==> config.mk <==
export PLATFORM = sky130hd
export DESIGN_NAME = rult_ctrl
export DESIGN_NICKNAME = d
export VERILOG_FILES = /design/src/design/rult_pkg.sv /design/src/design/rult_ctrl.sv
export SDC_FILE = /design/constraint.sdc
export NUM_CORES = 1
export LEC_CHECK = 0
export ABC_AREA = 1
export BUFFER_PORTS_ARGS = -buffer_cell sky130_fd_sc_hd__buf_2
export CORE_AREA = 2 2 39 41
export DETAILED_ROUTE_END_ITERATION = 10
export DIE_AREA = 0 0 41 43
export PLACE_DENSITY = 0.42
export SETUP_SLACK_MARGIN = 0.2
export SYNTH_ARGS = -nofsm -noshare
export SYNTH_HDL_FRONTEND = slang
export SYNTH_SLANG_ARGS = --single-unit
==> constraint.sdc <==
create_clock -name clk -period 3.6 [get_ports clk]
set_clock_uncertainty 0.2 [all_clocks]
set_input_delay 0.54 -clock clk [delete_from_list [all_inputs] [get_ports clk]]
set_output_delay 0.54 -clock clk [all_outputs]
set_load 0.01 [all_outputs]
==> src/design/rult_pkg.sv <==
// rult_pkg: shared types, codes and sizes for the unstable log term store
`timescale 1ns / 1ps

package rult_pkg;

  localparam int unsigned DEPTH = 256;
  localparam int unsigned AW    = (DEPTH > 1) ? $clog2(DEPTH) : 1;
  localparam int unsigned CW    = $clog2(DEPTH + 1);
  localparam int unsigned XW    = 64;

  localparam logic [2:0] CMD_APPEND      = 3'd0;
  localparam logic [2:0] CMD_TERM_QUERY  = 3'd1;
  localparam logic [2:0] CMD_STABLE_ENT  = 3'd2;
  localparam logic [2:0] CMD_RESTORE     = 3'd3;
  localparam logic [2:0] CMD_STABLE_SNAP = 3'd4;

  typedef enum logic [2:0] {
    ERR_OK            = 3'd0,
    ERR_SNAP_PENDING  = 3'd1,
    ERR_EMPTY         = 3'd2,
    ERR_LAST_MISMATCH = 3'd3,
    ERR_NO_SNAP       = 3'd4,
    ERR_SNAP_MISMATCH = 3'd5,
    ERR_BOUNDS        = 3'd6,
    ERR_FULL          = 3'd7
  } err_t;

  typedef enum logic [1:0] {
    ST_IDLE,
    ST_EVAL,
    ST_APPLY,
    ST_REPLY
  } state_t;

  typedef struct packed {
    logic load;
    logic eval;
    logic apply;
    logic reply;
  } ctl_t;

  typedef struct packed {
    logic [2:0]    command;
    logic [XW-1:0] index;
    logic [XW-1:0] term;
    logic          first_of_batch;
  } in_word_t;

  typedef struct packed {
    logic          term_found;
    logic [XW-1:0] term_value;
    logic          first_valid;
    logic [XW-1:0] first_index;
    logic          last_valid;
    logic [XW-1:0] last_index;
    logic [2:0]    error_code;
  } out_word_t;

endpackage

==> src/design/rult_ctrl.sv <==
// rult_ctrl: command sequencer for the unstable log term store
`timescale 1ns / 1ps

module rult_ctrl import rult_pkg::*; (
  input  logic clk,
  input  logic rst_n,
  input  logic start,
  output logic busy,
  output ctl_t ctl
);

  state_t state_r, state_nxt;

  always_ff @(posedge clk) begin
    if (!rst_n) begin
      state_r <= ST_IDLE;
    end else begin
      state_r <= state_nxt;
    end
  end

  always_comb begin
    state_nxt = state_r;
    unique case (state_r)
      ST_IDLE:  if (start) state_nxt = ST_EVAL;
      ST_EVAL:  state_nxt = ST_APPLY;
      ST_APPLY: state_nxt = ST_REPLY;
      ST_REPLY: state_nxt = ST_IDLE;
      default:  state_nxt = ST_IDLE;
    endcase
  end

  always_comb begin
    ctl  = '0;
    busy = 1'b1;
    unique case (state_r)
      ST_IDLE: begin
        busy     = 1'b0;
        ctl.load = start;
      end
      ST_EVAL:  ctl.eval  = 1'b1;
      ST_APPLY: ctl.apply = 1'b1;
      ST_REPLY: ctl.reply = 1'b1;
      default:  busy = 1'b1;
    endcase
  end

endmodule

==> results.yml <==
grt:
  grt_max_degree: 5
  grtUsageTotal_pct: 5.61
  grt_pass1_wl_um: 558
  grt_overflow: 0
  antenna_found_initial: 0
  grt_pass1_vias: 153
synth:
  ys_warn_count: 0
  synth_top_cells_by_area: "ha_1 36%, dfxtp_1 23%, inv_1 13%, nand2_1 8.6%, nor2_1 8.6%"
  async_flop_share_pct: 0
  synth_edf_count: 0
  seq_area_frac_synth_pct: 22.9
  synth_commonest_cells: "6 x inv_1, 5 x ha_1, 4 x nand2_1, 4 x nor2_1"
  yosysTopAreaCell: "ha_1"
  synth.most_common_cell: "inv_1"
  netlist_area_um2: 175
  synthFlopType: "dfxtp_1"
  synth_cells: 25
  synth_cell_types: 8
  synth_seq_cells: 2
  syn_nets: 33
  postSynthAreaPerCell_um2: 7.01
  netlist.area_leader.share_pct: 35.7
final_layout:
  stdcell_count: 51
  reg_top3: "state_r (2)"
  drive_gt1_share_pct: 34.3
  utilization_pct: 18.3
  multi_input_area_um2: 109
  area_growth_pct: 44.3
  n_fill_cell: 162
  seq_area_um2: 40.0
  largest-register: "state_r"
  n_antenna_cell: 0
  final_net_count: 45
  largest_reg_flops: 2
routing:
  vias: 162
  vias_per_cell: 3.18
  drc: 0
  drt_iter0_markers: 0
  dr.pass1.iters: 1
  wl_um: 339
  antenna_left: 0
  wire_per_inst_um: 6.65
worst_setup_path:
  crit_path_max_incr_delay_ns: 0.35
  critPathMaxFanout: 4
  r2r_end: "state_r[1]$_SDFFE_PN0P_"
  crit_top_cell: "inv_1"
  crit_path_cell_trace: "inv_1 -> ha_1 -> nand2_1 -> inv_1 -> buf_2"
  r2r_start: "state_r[0]$_SDFFE_PN0P_"
  cp.buffers_inverters: 3
  crit_path_end_kind: "output port"
  required_ns: 2.86
  reg2regPathDepth: 6
  rrSetupSlack_ns: 2.36
  cp_top_family: "flip-flops"
  cp_slowest_cell: "dfxtp_1"
  worst_ep_arrival_time_ns: 1.16
  worstSetupPathType: "flop to output port"
  start_kind: "flop"
die:
  fp.dieH_um: 43
  num_rows: 14
  ios: 8
  die_w_um: 41
  die-area_um2: 1760
  start_util_pct: 12.7
  core_area_um2: 1380
pwr:
  worst_ir_drop_vdd_mv: 0.233
  p_seq_share_pct: 19.7
  switchingPower_uw: 89.6
  p_per_area_nw_per_um2: 810
  comb_power_share_pct: 55.6
  leakagePower_uw: 0.000157
  swShare_pct: 43.8
  internal-power_uw: 115
  p_clk_share_pct: 24.7
worst_hold_path:
  hp-class: "input pin to flop"
  holdPathEnd: "state_r[0]$_SDFFE_PN0P_"
  min_path_cells: 3
  worst_hold_startpoint: "rst_n"
cts:
  clock-sinks: 2
  cts-root-buf: "clkbuf_4"
  cts_buffers: 3
  postCtsHoldBufs: 0
  htree_num_levels: 1
  cts_setup_buffers: 0
  clkTransAtPathRegs_ns: 0.03
  tritoncts: "done"
  clock_path_buffers: 2
  clk_latency_ns: 0.23
  post_cts_resized: 0
sta:
  rsz0062_at_grt: "no"
  final-setup-viol-count: 0
  tns_ns: 0
  hold_viol_final: 0
  post-route-period-util_pct: 52.7
  final-max-slew-violation-count: 0
  period_minus_slack_ns: 1.90
  max_freq_ghz: 0.528
  worstMarginPinSlew_ns: 0.148
  relSlewSlack_pct: 90.1
run:
  drv_cap: 0
place:
  detailed_place_hpwl_um: 282
  routabilityCongestion: 0.675
  place_inst: 48
  io_buffers: 7
outcome:
  status: "complete, no violations"
## cells by family after synthesis
group | after synthesis | share of synthesized area (%)
adders and majority gates | 5 | 35.7
buffers and inverters | 7 | 15.0
DFF | 2 | 22.9
and+or+nand+nor | 11 | 26.4
## worst reg2reg max path, stage by stage (launching register included)
cell and delay [ns]:
dfxtp_1 0.35, inv_1 0.09, ha_1 0.25, inv_2 0.07, nor2_2 0.04, nor2_1 0.08, nor2_1 0.05
## per-layer routing
layer,track usage [%],share of wire (%)
met3,6.28,15
met1,5.73,47
met4,6.00,2.4
met5,0,0
met2,5.31,36
## cell usage in the layout, fill, tap and decap left out
cell      n
buf_2     7
ha_1      5
nor2_2    1
clkbuf_4  3
nand2_1   4
inv_2     1
dfxtp_1   2
nand3_1   2
nor2_1    4
inv_1     6
## area by class of cell
cell class / instances / area share [%]
Inverter: 7 / 10.4
Sequential cell: 2 / 15.8
Multi-Input combinational cell: 16 / 43.1
Timing Repair Buffer: 7 / 13.9
Clock buffer: 3 / 8.91
Tap cell: 16 / 7.92
## power by group through the flow
stage / logic [uW] / registers [uW] / clock network, uW
after floorplan: 85.4 / 39.1 / 0
after global placement: 117 / 40.4 / 0
after detailed placement: 118 / 41.0 / 0
after CTS: 118 / 40.7 / 53.7
after global routing: 134 / 42.3 / 57.9
final: 114 / 40.4 / 50.5
## through the flow
| step | worst slack [ns] | instance area (um2) | hold WS (ns) | power, uW |
|---|---|---|---|---|
| global placement | 1.95 | 230 | 0.462 | 158 |
| CTS | 1.68 | 253 | 0.346 | 212 |
| finish | 1.70 | 253 | 0.350 | 205 |
| floorplan | 2.08 | 175 | 0.395 | 124 |
| detailed placement | 1.93 | 230 | 0.472 | 159 |
| global route | 1.61 | 253 | 0.359 | 234 |
## how the worst max path moves through the flow
| stage | slack [ns] | endpoint | cells after the start | startpoint |
|---|---|---|---|---|
| 2_1_floorplan | 2.08 | ctl[3] | 4 | state_r[0]$_SDFFE_PN0P_ |
| 3_3_place_gp | 1.95 | ctl[3] | 5 | state_r[0]$_SDFFE_PN0P_ |
| 3_5_place_dp | 1.93 | ctl[3] | 5 | state_r[0]$_SDFFE_PN0P_ |
| 4_1_cts | 1.68 | ctl[3] | 5 | state_r[0]$_SDFFE_PN0P_ |
| 5_1_grt | 1.61 | ctl[3] | 5 | state_r[0]$_SDFFE_PN0P_ |
| 6_report | 1.70 | ctl[3] | 5 | state_r[0]$_SDFFE_PN0P_ |
Power figures use the tool's default switching activity.
